### src/design/mx4inv_pkg.sv
// Shared types, constants and index tables for the 4x4 matrix inverse unit.
// No dependencies; used by the top level and the testbench.
package mx4inv_pkg;

	localparam int ELEM_WIDTH = 32;
	localparam int FRAC_BITS  = 16;

	typedef struct packed {
		logic signed [ELEM_WIDTH-1:0] element_value;
		logic                         restart;
	} in_item_t;

	typedef struct packed {
		logic signed [ELEM_WIDTH-1:0] inverse_value;
		logic [3:0]                   element_index;
		logic                         last_element;
		logic signed [ELEM_WIDTH-1:0] determinant;
		logic                         singular;
		logic                         saturated;
	} out_item_t;

	// 2x2 minor k = m[p]*m[q] - m[r]*m[s]; 0..5 upper rows, 6..11 lower rows
	localparam logic [3:0] MINOR_TAB [12][4] = '{
		'{4'd0, 4'd5, 4'd1, 4'd4}, '{4'd0, 4'd6, 4'd2, 4'd4}, '{4'd0, 4'd7, 4'd3, 4'd4},
		'{4'd1, 4'd6, 4'd2, 4'd5}, '{4'd1, 4'd7, 4'd3, 4'd5}, '{4'd2, 4'd7, 4'd3, 4'd6},
		'{4'd8, 4'd13, 4'd9, 4'd12}, '{4'd8, 4'd14, 4'd10, 4'd12},
		'{4'd8, 4'd15, 4'd11, 4'd12}, '{4'd9, 4'd14, 4'd10, 4'd13},
		'{4'd9, 4'd15, 4'd11, 4'd13}, '{4'd10, 4'd15, 4'd11, 4'd14}
	};

	// cofactor i = m[e0]*M[k0] - m[e1]*M[k1] + m[e2]*M[k2], then sign
	localparam logic [3:0] COF_TAB [16][6] = '{
		'{4'd5, 4'd11, 4'd6, 4'd10, 4'd7, 4'd9}, '{4'd1, 4'd11, 4'd2, 4'd10, 4'd3, 4'd9},
		'{4'd13, 4'd5, 4'd14, 4'd4, 4'd15, 4'd3}, '{4'd9, 4'd5, 4'd10, 4'd4, 4'd11, 4'd3},
		'{4'd4, 4'd11, 4'd6, 4'd8, 4'd7, 4'd7}, '{4'd0, 4'd11, 4'd2, 4'd8, 4'd3, 4'd7},
		'{4'd12, 4'd5, 4'd14, 4'd2, 4'd15, 4'd1}, '{4'd8, 4'd5, 4'd10, 4'd2, 4'd11, 4'd1},
		'{4'd4, 4'd10, 4'd5, 4'd8, 4'd7, 4'd6}, '{4'd0, 4'd10, 4'd1, 4'd8, 4'd3, 4'd6},
		'{4'd12, 4'd4, 4'd13, 4'd2, 4'd15, 4'd0}, '{4'd8, 4'd4, 4'd9, 4'd2, 4'd11, 4'd0},
		'{4'd4, 4'd9, 4'd5, 4'd7, 4'd6, 4'd6}, '{4'd0, 4'd9, 4'd1, 4'd7, 4'd2, 4'd6},
		'{4'd12, 4'd3, 4'd13, 4'd1, 4'd14, 4'd0}, '{4'd8, 4'd3, 4'd9, 4'd1, 4'd10, 4'd0}
	};

	localparam logic [15:0] COF_NEG = 16'b0101_1010_0101_1010;

endpackage

### src/design/matrix4x4_inverse_cofactor_unit.sv
// Top level of the 4x4 matrix inverse (adjugate method) in signed fixed point.
// Depends on mx4inv_pkg and mx4inv_ram.
//
// Usage:
//   Input channel (in_valid/in_ready/in_data): one matrix element per item,
//   row-major. restart marks an element as the first of a matrix. The block
//   takes elements only while loading; 15 items cause no result, the
//   sixteenth starts the computation.
//   Output channel (out_valid/out_ready/out_data): sixteen items, the inverse
//   in row-major order, each carrying the determinant, index, last mark,
//   singular and saturated flags. A singular matrix gives zero values.
//   The computation runs on one shared shift-add multiplier, with operand
//   fetch and accumulate around each product, over 24 minor products, 6
//   determinant products and 48 cofactor products, then a restoring divider
//   (134 quotient bits at one per cycle, after setup and before output) for
//   each inverse element of a non-singular matrix.
//   Elements and minors live in two RAMs; each operand fetch is a read then a latch.
//   Reset clears the load position and the sequencer; the RAMs are not
//   cleared. When the receiver stalls, hold the result until it is taken.
module matrix4x4_inverse_cofactor_unit #(
	parameter int FRAC_BITS = mx4inv_pkg::FRAC_BITS
) (
	input  logic                  clk,
	input  logic                  arst_n,
	input  logic                  in_valid,
	output logic                  in_ready,
	input  mx4inv_pkg::in_item_t  in_data,
	output logic                  out_valid,
	input  logic                  out_ready,
	output mx4inv_pkg::out_item_t out_data
);

	localparam int W    = mx4inv_pkg::ELEM_WIDTH;
	localparam int MNW  = 2 * W + 1;            // minor width
	localparam int DW   = 4 * W + 6;            // accumulator width
	localparam int BW   = 2 * W + 1;            // multiplier bits scanned
	localparam int MCW  = $clog2(BW + 1);
	localparam int DENW = 4 * W + 3;
	localparam int RW   = DENW + 1;
	localparam int NW   = ((3 * W + 2 * FRAC_BITS + 4 > 4 * W + 5) ?
		(3 * W + 2 * FRAC_BITS + 4) : (4 * W + 5)) + 1;
	localparam int DCW  = $clog2(NW + 1);

	localparam logic [3:0] ST_LOAD = 4'd0;
	localparam logic [3:0] ST_RDA  = 4'd1;
	localparam logic [3:0] ST_RDB  = 4'd2;
	localparam logic [3:0] ST_MUL0 = 4'd3;
	localparam logic [3:0] ST_MUL  = 4'd4;
	localparam logic [3:0] ST_ACC  = 4'd5;
	localparam logic [3:0] ST_DET  = 4'd6;
	localparam logic [3:0] ST_DETR = 4'd7;
	localparam logic [3:0] ST_DIV0 = 4'd8;
	localparam logic [3:0] ST_DIV1 = 4'd9;
	localparam logic [3:0] ST_DIV  = 4'd10;
	localparam logic [3:0] ST_FIN  = 4'd11;
	localparam logic [3:0] ST_OUT  = 4'd12;

	localparam logic [1:0] PH_MINOR = 2'd0;
	localparam logic [1:0] PH_DET   = 2'd1;
	localparam logic [1:0] PH_COF   = 2'd2;

	localparam logic [3:0] LAST_MINOR = 4'd11;
	localparam logic [3:0] LAST_DET   = 4'd5;
	localparam logic [3:0] LAST_ELEM  = 4'd15;

	localparam logic [W:0] HALF = (W + 1)'(1) << (W - 1);

	logic [3:0]       state_q;
	logic [1:0]       phase_q;
	logic [3:0]       idx_q;
	logic [1:0]       sub_q;
	logic [3:0]       pos_q;

	logic             a_ram1, b_ram1, term_neg, term_first;
	logic [3:0]       a_addr, b_addr, rd_addr;

	logic             m_we;
	logic [3:0]       m_waddr;
	logic [W-1:0]     m_rdata;
	logic             mn_we;
	logic [MNW-1:0]   mn_rdata;

	logic signed [DW-1:0] opa_q, rd_ext;
	logic [DW-1:0]    mcand_q, prod_q, acc_q, acc_new, acc_base, det_abs_q;
	logic [BW-1:0]    mplier_q;
	logic [MCW-1:0]   mcnt_q;
	logic             psign_q, det_neg_q, sing_q, det_sat_q;
	logic [W-1:0]     det_out_q;
	logic [DW-1:0]    det_round;
	logic [NW-1:0]    num_q;
	logic [RW-1:0]    rem_q, rem_sh, rem_diff;
	logic [W:0]       quo_q, fin_lim, fin_mag, det_lim;
	logic             ovf_q, qneg_q, fin_sat, det_big;
	logic [DCW-1:0]   dcnt_q;
	logic [3:0]       load_pos;
	logic             term_s;
	mx4inv_pkg::out_item_t out_q;

	assign in_ready  = (state_q == ST_LOAD);
	assign out_valid = (state_q == ST_OUT);
	assign out_data  = out_q;
	assign load_pos  = in_data.restart ? 4'd0 : pos_q;

	// operand sources for the current term
	always_comb begin
		a_ram1     = 1'b0;
		b_ram1     = 1'b0;
		a_addr     = 4'd0;
		b_addr     = 4'd0;
		term_neg   = 1'b0;
		term_first = 1'b0;
		unique case (phase_q)
			PH_MINOR: begin
				a_addr     = mx4inv_pkg::MINOR_TAB[idx_q][{sub_q[0], 1'b0}];
				b_addr     = mx4inv_pkg::MINOR_TAB[idx_q][{sub_q[0], 1'b1}];
				term_neg   = sub_q[0];
				term_first = (sub_q == 2'd0);
			end
			PH_DET: begin
				a_ram1     = 1'b1;
				b_ram1     = 1'b1;
				a_addr     = idx_q;
				b_addr     = LAST_MINOR - idx_q;
				term_neg   = (idx_q == 4'd1) || (idx_q == 4'd4);
				term_first = (idx_q == 4'd0);
			end
			default: begin
				b_ram1     = 1'b1;
				a_addr     = mx4inv_pkg::COF_TAB[idx_q][{sub_q, 1'b0}];
				b_addr     = mx4inv_pkg::COF_TAB[idx_q][{sub_q, 1'b1}];
				term_neg   = (sub_q == 2'd1) ^ mx4inv_pkg::COF_NEG[idx_q];
				term_first = (sub_q == 2'd0);
			end
		endcase
	end

	assign rd_addr = (state_q == ST_RDB) ? b_addr : a_addr;
	assign m_we    = in_valid && in_ready;
	assign m_waddr = load_pos;
	assign mn_we   = (state_q == ST_ACC) && (phase_q == PH_MINOR) && sub_q[0];

	mx4inv_ram #(.WIDTH(W), .DEPTH(16)) u_elem_ram (
		.clk   (clk),
		.we    (m_we),
		.waddr (m_waddr),
		.wdata (in_data.element_value),
		.raddr (rd_addr),
		.rdata (m_rdata)
	);

	mx4inv_ram #(.WIDTH(MNW), .DEPTH(12)) u_minor_ram (
		.clk   (clk),
		.we    (mn_we),
		.waddr (idx_q),
		.wdata (acc_new[MNW-1:0]),
		.raddr (rd_addr),
		.rdata (mn_rdata)
	);

	// sign-extend whichever RAM feeds the operand being latched
	always_comb begin
		logic use_ram1;
		use_ram1 = (state_q == ST_RDB) ? a_ram1 : b_ram1;
		if (use_ram1) begin
			rd_ext = {{(DW - MNW){mn_rdata[MNW-1]}}, mn_rdata};
		end else begin
			rd_ext = {{(DW - W){m_rdata[W-1]}}, m_rdata};
		end
	end

	// accumulate: acc +/- product with a carry-in, one adder
	assign term_s   = psign_q ^ term_neg;
	assign acc_base = term_first ? '0 : acc_q;
	assign acc_new  = acc_base + (term_s ? ~prod_q : prod_q) + DW'(term_s);

	// determinant rounding to Q.FRAC_BITS
	assign det_round = (det_abs_q + (DW'(1) << (3 * FRAC_BITS - 1))) >> (3 * FRAC_BITS);
	assign det_lim   = det_neg_q ? HALF : HALF - 1'b1;
	assign det_big   = det_round > DW'(det_lim);

	// restoring division step
	assign rem_sh   = {rem_q[RW-2:0], num_q[NW-1]};
	assign rem_diff = rem_sh - RW'({det_abs_q[DENW-2:0], 1'b0});

	assign fin_lim = qneg_q ? HALF : HALF - 1'b1;
	assign fin_sat = ovf_q || (quo_q > fin_lim);
	assign fin_mag = fin_sat ? fin_lim : quo_q;

	always_ff @(posedge clk or negedge arst_n) begin
		if (!arst_n) begin
			state_q <= ST_LOAD;
			phase_q <= PH_MINOR;
			idx_q   <= 4'd0;
			sub_q   <= 2'd0;
			pos_q   <= 4'd0;
		end else begin
			unique case (state_q)
				ST_LOAD: begin
					if (m_we) begin
						pos_q <= load_pos + 4'd1;
						if (load_pos == LAST_ELEM) begin
							phase_q <= PH_MINOR;
							idx_q   <= 4'd0;
							sub_q   <= 2'd0;
							state_q <= ST_RDA;
						end
					end
				end
				ST_RDA:  state_q <= ST_RDB;
				ST_RDB:  state_q <= ST_MUL0;
				ST_MUL0: state_q <= ST_MUL;
				ST_MUL: begin
					if (mcnt_q == MCW'(BW - 1)) begin
						state_q <= ST_ACC;
					end
				end
				ST_ACC: begin
					unique case (phase_q)
						PH_MINOR: begin
							state_q <= ST_RDA;
							if (!sub_q[0]) begin
								sub_q <= 2'd1;
							end else if (idx_q == LAST_MINOR) begin
								phase_q <= PH_DET;
								idx_q   <= 4'd0;
								sub_q   <= 2'd0;
							end else begin
								idx_q <= idx_q + 4'd1;
								sub_q <= 2'd0;
							end
						end
						PH_DET: begin
							if (idx_q == LAST_DET) begin
								state_q <= ST_DET;
							end else begin
								idx_q   <= idx_q + 4'd1;
								state_q <= ST_RDA;
							end
						end
						default: begin
							if (sub_q == 2'd2) begin
								state_q <= ST_DIV0;
							end else begin
								sub_q   <= sub_q + 2'd1;
								state_q <= ST_RDA;
							end
						end
					endcase
				end
				ST_DET: state_q <= ST_DETR;
				ST_DETR: begin
					phase_q <= PH_COF;
					idx_q   <= 4'd0;
					sub_q   <= 2'd0;
					state_q <= sing_q ? ST_FIN : ST_RDA;
				end
				ST_DIV0: state_q <= ST_DIV1;
				ST_DIV1: state_q <= ST_DIV;
				ST_DIV: begin
					if (dcnt_q == DCW'(NW - 1)) begin
						state_q <= ST_FIN;
					end
				end
				ST_FIN: state_q <= ST_OUT;
				ST_OUT: begin
					if (out_ready) begin
						if (idx_q == LAST_ELEM) begin
							state_q <= ST_LOAD;
						end else begin
							idx_q   <= idx_q + 4'd1;
							sub_q   <= 2'd0;
							state_q <= sing_q ? ST_FIN : ST_RDA;
						end
					end
				end
				default: state_q <= ST_LOAD;
			endcase
		end
	end

	// datapath registers
	always_ff @(posedge clk) begin
		unique case (state_q)
			ST_RDB: begin
				opa_q <= rd_ext;
			end
			ST_MUL0: begin
				// magnitudes into the shift-add multiplier
				mcand_q  <= opa_q[DW-1] ? (~opa_q + 1'b1) : opa_q;
				mplier_q <= rd_ext[DW-1] ? BW'(~rd_ext + 1'b1) : BW'(rd_ext);
				psign_q  <= opa_q[DW-1] ^ rd_ext[DW-1];
				prod_q   <= '0;
				mcnt_q   <= '0;
			end
			ST_MUL: begin
				if (mplier_q[0]) begin
					prod_q <= prod_q + mcand_q;
				end
				mcand_q  <= mcand_q << 1;
				mplier_q <= mplier_q >> 1;
				mcnt_q   <= mcnt_q + 1'b1;
			end
			ST_ACC: begin
				acc_q <= acc_new;
			end
			ST_DET: begin
				det_neg_q <= acc_q[DW-1];
				det_abs_q <= acc_q[DW-1] ? (~acc_q + 1'b1) : acc_q;
				sing_q    <= (acc_q == '0);
			end
			ST_DETR: begin
				det_sat_q <= det_big;
				if (det_big) begin
					det_out_q <= det_neg_q ? W'(~det_lim + 1'b1) : W'(det_lim);
				end else begin
					det_out_q <= det_neg_q ? W'(~det_round + 1'b1) : W'(det_round);
				end
			end
			ST_DIV0: begin
				// numerator: 2*|cof|*2^(2F) + |det|, built in two steps
				num_q  <= NW'(acc_q[DW-1] ? (~acc_q + 1'b1) : acc_q) << (2 * FRAC_BITS + 1);
				qneg_q <= acc_q[DW-1] ^ det_neg_q;
				rem_q  <= '0;
				quo_q  <= '0;
				ovf_q  <= 1'b0;
				dcnt_q <= '0;
			end
			ST_DIV1: begin
				num_q <= num_q + NW'(det_abs_q);
			end
			ST_DIV: begin
				if (!rem_diff[RW-1]) begin
					rem_q <= rem_diff;
				end else begin
					rem_q <= rem_sh;
				end
				quo_q  <= {quo_q[W-1:0], ~rem_diff[RW-1]};
				ovf_q  <= ovf_q | quo_q[W];
				num_q  <= num_q << 1;
				dcnt_q <= dcnt_q + 1'b1;
			end
			ST_FIN: begin
				out_q.element_index <= idx_q;
				out_q.last_element  <= (idx_q == LAST_ELEM);
				out_q.singular      <= sing_q;
				if (sing_q) begin
					out_q.inverse_value <= '0;
					out_q.determinant   <= '0;
					out_q.saturated     <= 1'b0;
				end else begin
					out_q.inverse_value <= qneg_q ? W'(~fin_mag + 1'b1) : W'(fin_mag);
					out_q.determinant   <= det_out_q;
					out_q.saturated     <= fin_sat | det_sat_q;
				end
			end
			default: begin
			end
		endcase
	end

endmodule

### src/design/mx4inv_ram.sv
// Generic single-port-write, single-port-read RAM with registered read data.
// No dependencies.
module mx4inv_ram #(
	parameter int WIDTH = 32,
	parameter int DEPTH = 16
) (
	input  logic                     clk,
	input  logic                     we,
	input  logic [$clog2(DEPTH)-1:0] waddr,
	input  logic [WIDTH-1:0]         wdata,
	input  logic [$clog2(DEPTH)-1:0] raddr,
	output logic [WIDTH-1:0]         rdata
);

	logic [WIDTH-1:0] mem [DEPTH];

	always_ff @(posedge clk) begin
		if (we) begin
			mem[waddr] <= wdata;
		end
		rdata <= mem[raddr];
	end

endmodule

### config.mk
export PLATFORM = sky130hd
export DESIGN_NAME = matrix4x4_inverse_cofactor_unit
export DESIGN_NICKNAME = d
export VERILOG_FILES = /design/src/design/mx4inv_pkg.sv /design/src/design/matrix4x4_inverse_cofactor_unit.sv /design/src/design/mx4inv_ram.sv
export SDC_FILE = /design/constraint.sdc
export NUM_CORES = 2
export LEC_CHECK = 0
export BUFFER_PORTS_ARGS = -buffer_cell sky130_fd_sc_hd__buf_2
export CAP_MARGIN = 5
export CORE_ASPECT_RATIO = 2
export CORE_MARGIN = 2
export CORE_UTILIZATION = 33
export DETAILED_ROUTE_END_ITERATION = 6
export GPL_TIMING_DRIVEN = 0
export MAX_ROUTING_LAYER = met4
export PLACE_DENSITY = 0.53
export SYNTH_ARGS = -nofsm -noshare
export SYNTH_HDL_FRONTEND = slang
export SYNTH_SLANG_ARGS = --single-unit
### constraint.sdc
create_clock -name clk -period 10.4 [get_ports clk]
set_input_delay 1.04 -clock clk [delete_from_list [all_inputs] [get_ports clk]]
set_output_delay 1.04 -clock clk [all_outputs]
set_load 0.005 [all_outputs]
==> metrics.csv <==
metric,value,unit
hold_violations,0,
r2r-end,acc_q[126],
antenna_found_initial,63,
status,finished with violations,
fin_nets,15117,
start_util,33.1,%
end_kind,flop,
violations,"max-capacitance violations, max-slew violations",
drtAntennaViolNets,0,
critPathLaunchType,flop,
synth_area,141000,µm²
cts.clk_slew.worst_paths,0.07,ns
synth_fa_ha_area_share,5.59,%
dp.final_hpwl,471000,µm
netlist_instances,13929,
synth.area.mux_share,1.19,%
max_cap_violations,7,
grt_max_degree,74,
worst_pin_slew,1.71,ns
synth-seq-area-share,52.3,%
synth_compound_area_share,15.0,%
synth_seq_cells,2493,
period_needed,10.21,ns
synthSimpleGateAreaFrac,16.6,%
grt_pass1_wl,826000,µm
hold_path.class,in -> async,
vias,113348,
async_reset_ff_share,0.642,%
rows,339,
setup_viol,0,
skew,0.110,ns
r2r_slack,0.19,ns
grt_pass1_vias,115854,
ys_types,86,
arrival,10.91,ns
synth_top_family_by_area,simple AND/OR/NAND/NOR gates,
relSlewSlack,-15.5,%
htreeDepth,4,
critPathMaxFanout,10,
drt_wl_total,593000,µm
synth_fp_nets,14594,
final_cell_mix,"edfxtp_1 (2380), nand2_1 (2210), a21oi_1 (919)",
synth_flop_cell,edfxtp_1,
critPathSlowestCell,clkbuf_1,
ios,110,
drc,0,
fmax,98.0,MHz
die_w,466,µm
synth_xor_area_share,6.08,%
place_congestion,1.03,
synth.avg_cell_area,10.1,µm²
wl_per_cell,29.0,µm
holdWs,0.0781,ns
cts_tree,yes,
coreArea,426000,µm²
clkLatencyLatePin,1.01,ns
reg2reg_from,idx_q[2],
crit_top_cell,clkbuf_1,
path_class,reg -> reg,
yosys_warnings,0,
track_usage,27.4,%
numCtsBuffers,243,
layout.cells.most_common,edfxtp_1,
cp.required,11.10,ns
tns,0,ns
postCtsSetupRepairBufs,0,
die_h,929,µm
firstDrtPassIters,7,
synth_edf_count,2380,
clock_path_buffers,4,
max_stage_delay,0.90,ns
area_growth,13.9,%
cts_sinks,2493,
rsz0062_at_grt,false,
drive_gt1_share,5.99,%
fin_crit_sh,98.1,%
drt_iter0_markers,8017,
grt-ovfl-total,0,
maxSlewViolCount,37,
via_per_inst,5.54,
port-buffer-count,109,
die_area,433000,µm²
root_buffer,clkbuf_16,
reg2regPathDepth,25,
[repair_timing]
item	CTS	global route
gates resized for setup	1	1
endpoints found under the setup margin	1	1
hold buffers	0	0
[routing by layer]
layer	track usage, %	part of all wire (%)	up-vias
met5	-	0	-
met4	28.9	13	0
met3	3.47	4.0	1925
met2	50.8	54	3903
met1	22.1	29	55001
li1	-	-	52519
[state kept, by name (all words and copies together) (netlist names), 33 cells and up]
signal             count
acc_q                134
num_q                134
prod_q               134
u_minor_ram.rdata     65
det_abs_q            134
out_data              71
opa_q                 65
u_minor_ram.mem      780
mcand_q              134
mplier_q              65
u_elem_ram.mem       512
rem_q                131
quo_q                 33
[worst max-delay path: cells and delay by family, from the launching register on]
kind	cells	cell delay, ns
compound gates	11	4.44
buf+inv	6	2.76
simple gates	5	1.15
flops	1	0.81
fa+ha+maj	2	0.61
xor+xnor	1	0.11
[cell type report]
class,count,area (µm²)
diodes,179,448
plain buffers,795,3030
clock buffers,290,6390
clock inverters,153,1640
fillers,42972,265000
inverters,401,1510
multi-input cells,10239,63600
flip-flops and latches,2493,73800
well taps,5626,7040
repair buffers,279,3320
[kinds of logic (layout without fill, tap and decap cells)]
logic type / count (synthesis) / in the layout
buffers and inverters: 1197 / 1918
other: 0 / 179
muxes: 167 / 167
DFF: 2493 / 2493
adders and majority gates: 628 / 628
and+or+nand+nor: 5100 / 5100
AOI/OAI and AO/OA: 3365 / 3365
xor gates and xnor gates: 979 / 979
[per-stage QoR]
stage | util [%] | cells | area, µm² | setup slack (ns)
detailed placement | 35.7 | 19824 | 152000 | -0.169
global placement | 34.9 | 19664 | 149000 | -5.09
global route | 37.7 | 20444 | 161000 | 0.128
finish | 37.8 | 20455 | 161000 | 0.195
CTS | 37.6 | 20266 | 160000 | 0.112
floorplan | - | 13929 | 141000 | 1.62
[worst max-delay path by stage]
stage                           from          to  slack [ns]  depth (start not counted)
final                       idx_q[2]  acc_q[126]        0.19                         25
after global routing        idx_q[2]  acc_q[133]        0.13                         25
after CTS                   idx_q[2]  acc_q[133]        0.11                         25
after detailed placement    idx_q[2]  acc_q[133]       -0.17                         25
after global placement    state_q[3]   num_q[41]       -5.09                          8
after floorplan           state_q[3]  num_q[128]        1.62                          8
[synth_stat cells, types with 60 or more instances]
cell / instances / share of area (%)
a21o_1: 363 / 1.9
a21oi_1: 921 / 3.3
a22oi_1: 97 / 0.52
a311oi_1: 168 / 1.0
a31oi_1: 187 / 0.83
and2_1: 172 / 0.76
and3_1: 295 / 1.3
buf_1: 60 / 0.16
clkbuf_1: 735 / 2.0
dfxtp_1: 97 / 1.4
edfxtp_1: 2380 / 51
ha_1: 624 / 5.5
inv_1: 400 / 1.1
mux2i_1: 157 / 1.1
nand2_1: 2210 / 5.9
nand2b_1: 61 / 0.27
nand3_1: 608 / 2.2
nand4_1: 281 / 1.2
nor2_1: 844 / 2.2
nor2b_1: 86 / 0.38
nor3_1: 230 / 0.82
nor4_1: 68 / 0.30
o21a_1: 72 / 0.38
o21ai_0: 847 / 3.0
o21bai_1: 162 / 0.86
o31ai_1: 99 / 0.53
or3_1: 65 / 0.29
xnor2_1: 690 / 4.3
xor2_1: 288 / 1.8
Power is left out: the tool's default activity adds up to more than one toggle a clock period on the data nets, which glitch-free logic cannot reach.
